--- src/rtl/dwpd_pkg.sv ---
`timescale 1ns / 1ps
package dwpd_pkg;

   localparam int DEFAULT_WINDOW = 16;

   localparam int SAMPLE_W    = 16;
   localparam int STEP_W      = 15;
   localparam int THRESH_W    = 15;
   localparam int CSR_DATA_W  = 16;
   localparam int CSR_INDEX_W = 2;
   localparam int HOLD_W      = 7;
   localparam int DIR_W       = 2;
   localparam int KIND_W      = 2;
   localparam int RSP_DATA_W  = 8;

   localparam logic [HOLD_W-1:0] HOLDOFF_MAX = 7'd127;

   localparam logic [CSR_INDEX_W-1:0] CSR_MIN_STEP       = 2'd0;
   localparam logic [CSR_INDEX_W-1:0] CSR_PEAK_THRESHOLD = 2'd1;
   localparam logic [CSR_INDEX_W-1:0] CSR_PEAK_BASELINE  = 2'd2;

   // Directions are kept as 2-bit two's complement values.
   localparam logic [DIR_W-1:0] DIR_NONE    = 2'b00;
   localparam logic [DIR_W-1:0] DIR_FALLING = 2'b01;
   localparam logic [DIR_W-1:0] DIR_RISING  = 2'b11;

   localparam logic [KIND_W-1:0] KIND_NONE     = 2'd0;
   localparam logic [KIND_W-1:0] KIND_POSITIVE = 2'd1;
   localparam logic [KIND_W-1:0] KIND_NEGATIVE = 2'd2;

endpackage

--- src/rtl/direction_window_peak_detector_unit.sv ---
`timescale 1ns / 1ps
// Channel   Direction  Handshake              Payload
// req_      in         req_tvalid/req_tready  req_tdata[15:0] sample_value (signed)
// rsp_      out        rsp_tvalid/rsp_tready  rsp_tdata[1:0] peak_kind, [7:2] zero
// csr_      in         csr_wen                csr_index, csr_wdata[15:0]
//
// One sample item is taken per cycle while req_tready is high; its result item is
// registered in the output stage. The window update is a single add on a running
// sum, so the direction cell chain shifts in the same cycle a directed sample is accepted.
// Reset is synchronous and active high; it clears registers, window and holdoff.
// A two-entry output stage lets input keep flowing for one stalled result;
// req_tready drops only when both output entries are occupied.
module direction_window_peak_detector_unit
   import dwpd_pkg::*;
#(
   parameter int WINDOW = DEFAULT_WINDOW
) (
   input  logic                   clock,
   input  logic                   reset,
   input  logic                   req_tvalid,
   output logic                   req_tready,
   input  logic [SAMPLE_W-1:0]    req_tdata,   // [15:0] sample_value
   output logic                   rsp_tvalid,
   input  logic                   rsp_tready,
   output logic [RSP_DATA_W-1:0]  rsp_tdata,   // [1:0] peak_kind, [7:2] zero fill
   input  logic                   csr_wen,
   input  logic [CSR_INDEX_W-1:0] csr_index,
   input  logic [CSR_DATA_W-1:0]  csr_wdata
);

   // The running sum spans -WINDOW..WINDOW and needs a sign bit.
   localparam int SUM_W = $clog2(WINDOW + 1) + 1;
   // Wide enough for sample +/- a 15-bit magnitude without wrap.
   localparam int WIDE_W = SAMPLE_W + 2;

   // Configuration registers.
   logic [STEP_W-1:0]          min_step_ff;
   logic [THRESH_W-1:0]        peak_threshold_ff;
   logic signed [SAMPLE_W-1:0] peak_baseline_ff;

   always_ff @(posedge clock) begin
      if (reset) begin
         min_step_ff       <= '0;
         peak_threshold_ff <= '0;
         peak_baseline_ff  <= '0;
      end else if (csr_wen) begin
         case (csr_index)
            CSR_MIN_STEP:       min_step_ff       <= csr_wdata[STEP_W-1:0];
            CSR_PEAK_THRESHOLD: peak_threshold_ff <= csr_wdata[THRESH_W-1:0];
            CSR_PEAK_BASELINE:  peak_baseline_ff  <= csr_wdata;
            default: ;
         endcase
      end
   end

   // Detector state.
   logic signed [SAMPLE_W-1:0] reference_ff, reference_in;
   logic signed [SUM_W-1:0]    sum_ff, sum_in;
   logic [HOLD_W-1:0]          holdoff_ff, holdoff_in;

   logic                       accept;
   logic                       out_ready;
   logic [DIR_W-1:0]           dir_new;
   logic [DIR_W-1:0]           dir_oldest;
   logic                       shift_en;
   logic [KIND_W-1:0]          kind;

   logic signed [WIDE_W-1:0]   sample_w, ref_w, step_w, thr_w, base_w;
   logic [HOLD_W-1:0]          holdoff_inc;
   logic signed [SUM_W-1:0]    dir_new_w, dir_old_w;

   assign accept     = req_tvalid && req_tready;
   assign req_tready = out_ready;

   // The direction window is a chain of cells; the oldest direction falls
   // out of the last cell whenever a new direction is shifted in.
   logic [DIR_W-1:0] chain [WINDOW+1];
   assign chain[0]   = dir_new;
   assign dir_oldest = chain[WINDOW];

   for (genvar i = 0; i < WINDOW; i++) begin : g_cell
      dwpd_cell u_cell (
         .clock    (clock),
         .reset    (reset),
         .shift_en (shift_en),
         .dir_in   (chain[i]),
         .dir_out  (chain[i+1])
      );
   end

   always_comb begin
      sample_w = WIDE_W'(signed'(req_tdata));
      ref_w    = WIDE_W'(reference_ff);
      step_w   = WIDE_W'({1'b0, min_step_ff});
      thr_w    = WIDE_W'({1'b0, peak_threshold_ff});
      base_w   = WIDE_W'(peak_baseline_ff);

      holdoff_inc = (holdoff_ff < HOLDOFF_MAX) ? holdoff_ff + 1'b1 : holdoff_ff;

      // A sample that rose beyond the dead band gives -1, one that fell gives +1.
      if (ref_w < sample_w - step_w) begin
         dir_new = DIR_RISING;
      end else if (ref_w > sample_w + step_w) begin
         dir_new = DIR_FALLING;
      end else begin
         dir_new = DIR_NONE;
      end

      shift_en  = accept && (dir_new != DIR_NONE);
      dir_new_w = SUM_W'(signed'(dir_new));
      dir_old_w = SUM_W'(signed'(dir_oldest));

      reference_in = reference_ff;
      sum_in       = sum_ff;
      holdoff_in   = holdoff_ff;
      kind         = KIND_NONE;

      if (accept) begin
         holdoff_in = holdoff_inc;
         if (shift_en) begin
            reference_in = req_tdata;
            sum_in       = sum_ff - dir_old_w + dir_new_w;
            // A balanced window after a long enough quiet time marks a peak;
            // the positive side wins when both thresholds are met.
            if (sum_in == '0 && holdoff_inc > HOLD_W'(WINDOW)) begin
               if (sample_w >= base_w + thr_w) begin
                  kind       = KIND_POSITIVE;
                  holdoff_in = '0;
               end else if (sample_w <= base_w - thr_w) begin
                  kind       = KIND_NEGATIVE;
                  holdoff_in = '0;
               end
            end
         end
      end
   end

   always_ff @(posedge clock) begin
      if (reset) begin
         reference_ff <= '0;
         sum_ff       <= '0;
         holdoff_ff   <= '0;
      end else begin
         reference_ff <= reference_in;
         sum_ff       <= sum_in;
         holdoff_ff   <= holdoff_in;
      end
   end

   // Output stage: every accepted sample yields exactly one result item.
   dwpd_skid #(
      .WIDTH (RSP_DATA_W)
   ) u_skid (
      .clock     (clock),
      .reset     (reset),
      .in_valid  (accept),
      .in_ready  (out_ready),
      .in_data   (RSP_DATA_W'(kind)),
      .out_valid (rsp_tvalid),
      .out_ready (rsp_tready),
      .out_data  (rsp_tdata)
   );

   // The running sum always stays within the window's reach.
   a_sum_range : assert property (@(posedge clock) disable iff (reset)
      (sum_ff <= SUM_W'(WINDOW)) && (sum_ff >= -SUM_W'(WINDOW)))
      else $error("direction sum out of window range");

   // A reported peak always restarts the holdoff.
   a_peak_clears_holdoff : assert property (@(posedge clock) disable iff (reset)
      accept && (kind != KIND_NONE) |=> holdoff_ff == '0)
      else $error("holdoff not cleared after peak");

   // An ignored sample leaves the reference and the sum unchanged.
   a_ignored_holds : assert property (@(posedge clock) disable iff (reset)
      accept && (dir_new == DIR_NONE) |=> $stable(reference_ff) && $stable(sum_ff))
      else $error("ignored sample changed detector state");

   // Only defined peak codes leave the block.
   a_kind_code : assert property (@(posedge clock) disable iff (reset)
      rsp_tvalid |-> (rsp_tdata[KIND_W-1:0] == KIND_NONE
                      || rsp_tdata[KIND_W-1:0] == KIND_POSITIVE
                      || rsp_tdata[KIND_W-1:0] == KIND_NEGATIVE))
      else $error("undefined peak code on output");

endmodule

--- src/rtl/dwpd_cell.sv ---
`timescale 1ns / 1ps
module dwpd_cell
   import dwpd_pkg::*;
(
   input  logic             clock,
   input  logic             reset,
   input  logic             shift_en,
   input  logic [DIR_W-1:0] dir_in,
   output logic [DIR_W-1:0] dir_out
);

   logic [DIR_W-1:0] dir_ff;
   logic [DIR_W-1:0] dir_next_in;

   // The next value of this cell is the neighbor's direction on a shift.
   always_comb begin
      dir_next_in = shift_en ? dir_in : dir_ff;
   end

   always_ff @(posedge clock) begin
      if (reset) begin
         dir_ff <= DIR_NONE;
      end else begin
         dir_ff <= dir_next_in;
      end
   end

   assign dir_out = dir_ff;

endmodule

--- src/rtl/dwpd_skid.sv ---
`timescale 1ns / 1ps
module dwpd_skid
   import dwpd_pkg::*;
#(
   parameter int WIDTH = RSP_DATA_W
) (
   input  logic             clock,
   input  logic             reset,
   input  logic             in_valid,
   output logic             in_ready,
   input  logic [WIDTH-1:0] in_data,
   output logic             out_valid,
   input  logic             out_ready,
   output logic [WIDTH-1:0] out_data
);

   logic             main_valid_ff, main_valid_in;
   logic [WIDTH-1:0] main_data_ff, main_data_in;
   logic             skid_valid_ff, skid_valid_in;
   logic [WIDTH-1:0] skid_data_ff, skid_data_in;

   assign in_ready  = !skid_valid_ff;
   assign out_valid = main_valid_ff;
   assign out_data  = main_data_ff;

   always_comb begin
      main_valid_in = main_valid_ff;
      main_data_in  = main_data_ff;
      skid_valid_in = skid_valid_ff;
      skid_data_in  = skid_data_ff;
      if (!main_valid_ff || out_ready) begin
         if (skid_valid_ff) begin
            main_valid_in = 1'b1;
            main_data_in  = skid_data_ff;
            skid_valid_in = 1'b0;
         end else begin
            main_valid_in = in_valid;
            main_data_in  = in_data;
         end
      end else if (in_valid && !skid_valid_ff) begin
         skid_valid_in = 1'b1;
         skid_data_in  = in_data;
      end
   end

   always_ff @(posedge clock) begin
      if (reset) begin
         main_valid_ff <= 1'b0;
         skid_valid_ff <= 1'b0;
      end else begin
         main_valid_ff <= main_valid_in;
         skid_valid_ff <= skid_valid_in;
      end
      main_data_ff <= main_data_in;
      skid_data_ff <= skid_data_in;
   end

endmodule
--- config.mk ---
export PLATFORM = sky130hd
export DESIGN_NAME = direction_window_peak_detector_unit
export DESIGN_NICKNAME = d
export VERILOG_FILES = /design/src/rtl/dwpd_pkg.sv /design/src/rtl/direction_window_peak_detector_unit.sv /design/src/rtl/dwpd_cell.sv /design/src/rtl/dwpd_skid.sv
export SDC_FILE = /design/constraint.sdc
export NUM_CORES = 1
export LEC_CHECK = 0
export ABC_AREA = 0
export BUFFER_PORTS_ARGS = -buffer_cell sky130_fd_sc_hd__buf_2
export CORE_AREA = 2 2 163 133
export CTS_CLUSTER_DIAMETER = 50
export DETAILED_ROUTE_END_ITERATION = 12
export DIE_AREA = 0 0 165 135
export SLEW_MARGIN = 40
export SYNTH_ARGS = -nofsm -noshare
export SYNTH_HDL_FRONTEND = slang
export SYNTH_SLANG_ARGS = --single-unit
--- constraint.sdc ---
create_clock -name clock -period 6.8 [get_ports clock]
set_clock_uncertainty 0.2 [all_clocks]
set_input_delay 0.34 -clock clock [delete_from_list [all_inputs] [get_ports clock]]
set_output_delay 0.34 -clock clock [all_outputs]
set_load 0.005 [all_outputs]
==> out/qor.txt, run 1 <==
syn_area_per_cell: 8.24 um^2
r2r setup slk: 0.41 ns
Post-synth ARST share: 0
RR Startpoint: min_step_ff[0]$_SDFFE_PP0P_
clk buf depth: 2
Slew headroom: 0.483
crit path launch: min_step_ff[0]$_SDFFE_PP0P_
Final Util: 0.506
critical path capture point: u_skid.out_data[1]$_DFFE_PP_
clock-pin slew on the worst setup and hold paths: 0.05 ns
DIE WIDTH: 165 um
type of the most critical hold path: in2reg
clk root buf: clkbuf_16
post-synth cell types: 79
depth of the CTS H-tree: 4
Cell Area, Synth: 0.00911 mm^2
drt wl/cell: 15.0 um
PortBufs: 42
drt pass-1 iters: 5
largest net degree at the start of global routing: 86
CTS tree: yes
Critical Path End Type: flop
Final Total Pwr: 2.60 mW
status: complete, no violations
gr usage total: 0.203
WL final: 21600 um
ant diodes: 0
critical path peak fanout: 4
Post-synth top flop: dfxtp_1
Worst EP required: 6.85 ns
die area: 0.0223 mm^2
Setup crit start kind: flop
cts bufs inserted: 17
Critical R2R Capture: u_skid.out_data[1]$_DFFE_PP_
FF-to-FF path depth: 30
detailed-placement wirelength estimate: 16400 um
Die Y: 135 um
Final nets: 1337
Fmax: 157 MHz
Synth-to-Final Area Change: 14.1%
Finished Layout Cells: 1436
PD cells: 250 mW/mm^2
DR vias: 7568
vias in the first global route: 7059
Crit Path Class: reg2reg
initial antenna violation count: 0
cell mode on critical path: a21oi_2
Tmin final: 6.39 ns
Final WS setup: 0.411 ns
Rows: 47
aggregate global routing overflow: 0
slowest stage delay, CP: 0.49 ns
Worst path slowest cell: fa_1
EDFF count, synth: 4
Pins Over Slew Limit: 0
DR iter-0 viols: 542
dpl cells: 1386
post-route ant nets: 0
layout cell share with drive strength beyond 1: 0.120
Yosys warnings: 0
Seq/Total Area, Yosys: 0.253
flops & latches, synth: 113
clock sinks: 113
Peak supply drop: 0.000208 V
clk_lat worst skew: 0.43 ns
DR vias/cell: 5.27
DR DRC count: 0
Cells after Synth: 1105
Final setup viols: 0
Final Hold Violating Endpoints: 0
Worst EP arrival: 6.44 ns
pre-CTS setup slack: -0.108 ns
Initial Util: 0.444
worst slew pin tran: 0.773 ns
Tcrit/Tclk final: 0.939
number of fill cells: 1977
first-pass GRT wire length: 35800 um
Placer Congestion: 0.831
Leakage Power: 4.47 nW
num ports: 49
Hold Path Origin: req_tvalid
# Max-Cap Violations: 0
Core Area: 0.0205 mm^2
layer usage:
metal	vias to the layer above	routed length, um	track usage
li1	3926	-	-
met1	3505	11900	0.308
met2	125	8700	0.293
met3	12	841	0.0430
met4	0	150	0.0401
met5	-	0	0
worst min path at each step:
stage                                                    end  slack [ns]  depth (start not counted)
floorplan           g_cell[0].u_cell.dir_out[0]$_SDFFE_PP0P_        0.24                          2
detailed placement  g_cell[0].u_cell.dir_out[0]$_SDFFE_PP0P_        0.26                          2
CTS                        u_skid.skid_valid_ff$_SDFFE_PP0P_       0.004                          3
finish                     u_skid.skid_valid_ff$_SDFFE_PP0P_        0.02                          3
global placement    g_cell[0].u_cell.dir_out[0]$_SDFFE_PP0P_        0.25                          2
global route                    reference_ff[9]$_SDFFE_PP0P_        0.07                          3
critical path: cells and delay by family (launching register included):
family / cells / cell delay (ns)
AO/OA/AOI/OAI: 16 / 2.90
XOR/XNOR: 2 / 0.28
adder cells (fa/ha/maj): 5 / 1.70
buffers and inverters: 4 / 0.36
flip-flops: 1 / 0.34
multiplexers: 1 / 0.20
AND/OR/NAND/NOR: 2 / 0.25
synth_stat cells (13+ instances only):
| library cell | n | area [um^2] |
|---|---|---|
| xnor2_1 | 39 | 342 |
| nand3_1 | 23 | 115 |
| a21o_1 | 13 | 97.6 |
| xor2_1 | 18 | 158 |
| nand2_1 | 122 | 458 |
| dfxtp_1 | 109 | 2180 |
| clkbuf_1 | 37 | 139 |
| a21oi_1 | 109 | 546 |
| mux2i_1 | 52 | 521 |
| nor3_1 | 19 | 95.1 |
| o21ai_0 | 30 | 150 |
| ha_1 | 134 | 1680 |
| nand2b_1 | 21 | 131 |
| nor2_1 | 115 | 432 |
| inv_1 | 83 | 312 |
flip-flops by register name (all words and copies together) (netlist names):
signal and count:
u_skid.skid_valid_ff 1, peak_baseline_ff 16, reference_ff 16, u_skid.out_data 2, u_skid.out_valid 1, sum_ff 6, g_cell.u_cell.dir_out 32, holdoff_ff 7
peak_threshold_ff 15, min_step_ff 15, u_skid.skid_data_ff 2
per-stage QoR:
step                setup TNS, ns  area [um^2]  hold slack [ns]
global placement           -0.459         9510            0.253
CTS                             0        10300          0.00355
floorplan                       0         9130            0.240
detailed placement         -0.688         9510            0.261
global route              -0.0241        10400           0.0745
finish                          0        10400           0.0189
power breakdown:
group          switching, mW  internal [mW]
Sequential            0.0327          0.705
Clock                  0.348          0.616
Combinational          0.486          0.413
Total                  0.867           1.73
repair_timing:
item,4_1_cts,5_1_grt
hold buffers,16,0
endpoints found under the setup margin,1,12
setup buffers,0,3
resized for setup,2,14
gates cloned,0,0
pin swaps,0,11
hold endpoints to repair,35,0
layout by cell type (no fill, tap or decap), types with 8 or more instances in the layout:
cell type,netlist,final
mux2i_1,52,51
clkbuf_16,0,17
ha_1,134,133
dlygate4sd3_1,0,16
a21o_1,13,13
inv_1,83,82
or3_1,9,9
nand2b_1,21,21
dfxtp_1,109,108
nand4_1,9,9
o21ai_0,30,30
nor2_1,115,115
nor2b_1,9,9
xor2_1,18,18
a21oi_1,109,106
buf_2,3,41
nor3_1,19,19
nand2_1,122,121
buf_4,6,21
fa_1,9,8
nand3_1,23,22
xnor2_1,39,38
area by class of cell:
cell class,count,area [um^2],area share
clock buffers,17,425,0.0410
clock inverters,14,203,0.0195
multi-input cells,859,6260,0.602
flip-flops and latches,113,2300,0.222
repair buffers,80,546,0.0525
inverters,84,315,0.0304
well taps,269,337,0.0324
cells by family after synthesis:
family,Yosys count,synth area share
buffers and inverters,138,0.0695
multiplexers,52,0.0572
adder cells (fa/ha/maj),143,0.204
AO/OA/AOI/OAI,233,0.172
other,1,0.000412
AND/OR/NAND/NOR,368,0.189
flip-flops,113,0.253
XOR/XNOR,57,0.0548
(Power assumes the default switching activity.)
==> run 2, diff against run 1 <==
--- a/config.mk
+++ b/config.mk
@@ -11,6 +11,7 @@
 export CTS_CLUSTER_DIAMETER = 50
 export DETAILED_ROUTE_END_ITERATION = 12
 export DIE_AREA = 0 0 165 135
+export RECOVER_POWER = 50
 export SLEW_MARGIN = 40
 export SYNTH_ARGS = -nofsm -noshare
 export SYNTH_HDL_FRONTEND = slang
==> run 2 against run 1 <==
Hold slack barely moved. Via count barely moved. Die area did not move. Global-route usage did not move. Utilization barely moved. Highest routed layer unchanged. Largest power group unchanged. Routed wire length barely moved. Cell area barely moved. Critical endpoint unchanged. Critical path depth did not move. Clock-buffer cell count did not move. Sequential share of layout area barely moved. Non-clock buffer count did not move. Critical path type unchanged.
==> out/qor.txt, run 2 (synthesis results as in run 1) <==
critical path peak fanout: 4
Die Y: 135 um
type of the most critical hold path: in2reg
most common cell after layout, fill and taps aside: ha_1
dpl cell area: 0.00951 mm^2
clk root buf: clkbuf_16
pre-CTS setup slack: -0.108 ns
RR Startpoint: min_step_ff[0]$_SDFFE_PP0P_
most frequent cells in the layout: ha_1, nand2_1, nor2_1
slowest stage delay, CP: 0.49 ns
drt pass-1 iters: 5
num ports: 49
DR DRC count: 0
PD cells: 250 mW/mm^2
ant diodes: 0
Hold Path Origin: req_tvalid
Setup crit start kind: flop
max reg flops: 32
largest net degree at the start of global routing: 86
clk_lat worst skew: 0.43 ns
Tcrit/Tclk final: 0.939
Core Area: 0.0205 mm^2
PortBufs: 42
design area: 0.0104 mm^2
layout cell share with drive strength beyond 1: 0.117
aggregate global routing overflow: 0
detailed-placement wirelength estimate: 16400 um
post-route ant nets: 0
Placer Congestion: 0.831
Fin Hold WS: 0.0188 ns
Final Hold Violating Endpoints: 0
vias in the first global route: 7059
DR iter-0 viols: 542
Critical Path End Type: flop
Final setup viols: 0
Peak supply drop: 0.000208 V
Pins Over Slew Limit: 0
Crit Path Class: reg2reg
crit path launch: min_step_ff[0]$_SDFFE_PP0P_
clock-pin slew on the worst setup and hold paths: 0.05 ns
drt wl/cell: 15.0 um
WL final: 21600 um
Worst EP arrival: 6.44 ns
die area: 0.0223 mm^2
Synth-to-Final Area Change: 14.0%
depth of the CTS H-tree: 4
Slew headroom: 0.485
Worst EP required: 6.85 ns
status: complete, no violations
cts bufs inserted: 17
DR vias: 7563
CTS tree: yes
clk buf depth: 2
Final nets: 1337
clock sinks: 113
Worst path slowest cell: fa_1
DIE WIDTH: 165 um
Final WS setup: 0.412 ns
DR vias/cell: 5.27
Fmax: 157 MHz
Leakage Power: 4.46 nW
gr usage total: 0.203
# Max-Cap Violations: 0
first-pass GRT wire length: 35800 um
cell mode on critical path: a21oi_2
Final Util: 0.506
initial antenna violation count: 0
Tmin final: 6.39 ns
Rows: 47
worst slew pin tran: 0.770 ns
Initial Util: 0.444
[run 2: cell count changes in the layout (fill, tap and decap cells not counted)]
cell	before	now
or3b_1	0	1
or3b_2	2	1
clkbuf_1	0	2
buf_2	41	39
[run 2: per-layer routing]
| layer | part of all wire | global-route usage |
|---|---|---|
| met3 | 0.039 | 0.0430 |
| met2 | 0.40 | 0.293 |
| met4 | 0.0070 | 0.0401 |
| met5 | 0 | 0 |
| met1 | 0.55 | 0.308 |
[run 2: report_power, final]
part | internal [mW] | switching, mW
clock network | 0.616 | 0.348
logic | 0.413 | 0.486
registers | 0.705 | 0.0327
[run 2: worst paths after layout]
| check | cells after the start | slack [ns] | endpoint |
|---|---|---|---|
| worst min-delay path | 3 | 0.02 | u_skid.skid_valid_ff$_SDFFE_PP0P_ |
| worst max register to register | 30 | 0.41 | u_skid.out_data[1]$_DFFE_PP_ |
| worst max-delay path | 30 | 0.41 | u_skid.out_data[1]$_DFFE_PP_ |
| worst min register to register | 2 | 0.27 | g_cell[0].u_cell.dir_out[0]$_SDFFE_PP0P_ |
[run 2: critical path, delay by kind of cell (launching register included)]
family                     cells  cell delay (ns)
AOI/OAI and AO/OA             16             2.90
muxes                          1             0.20
xor gates and xnor gates       2             0.28
adders and majority gates      5             1.70
buffers and inverters          4             0.36
and+or+nand+nor                2             0.25
DFF                            1             0.34
[run 2: repair_timing]
item / 4_1_cts / 5_1_grt
cloned: 0 / 0
setup endpoints to repair: 1 / 12
gates resized for setup: 2 / 14
pin swaps: 0 / 11
endpoints found under the hold margin: 35 / 0
setup buffers: 0 / 3
hold buffers: 16 / 0
[run 2: cell type report]
| type | count | area, um^2 |
|---|---|---|
| fillers | 1978 | 10100 |
| multi-input cells | 859 | 6260 |
| flip-flops and latches | 113 | 2300 |
| repair buffers | 80 | 543 |
| clock buffers | 17 | 425 |
| well taps | 269 | 337 |
| inverters | 84 | 315 |
| clock inverters | 14 | 203 |
[run 2: stage by stage]
step,instances,power [mW],TNS [ns]
global route,1436,2.76,-0.0241
global placement,1386,1.57,-0.459
finish,1436,2.60,0
floorplan,1110,1.40,0
detailed placement,1386,1.58,-0.688
CTS,1433,2.57,0
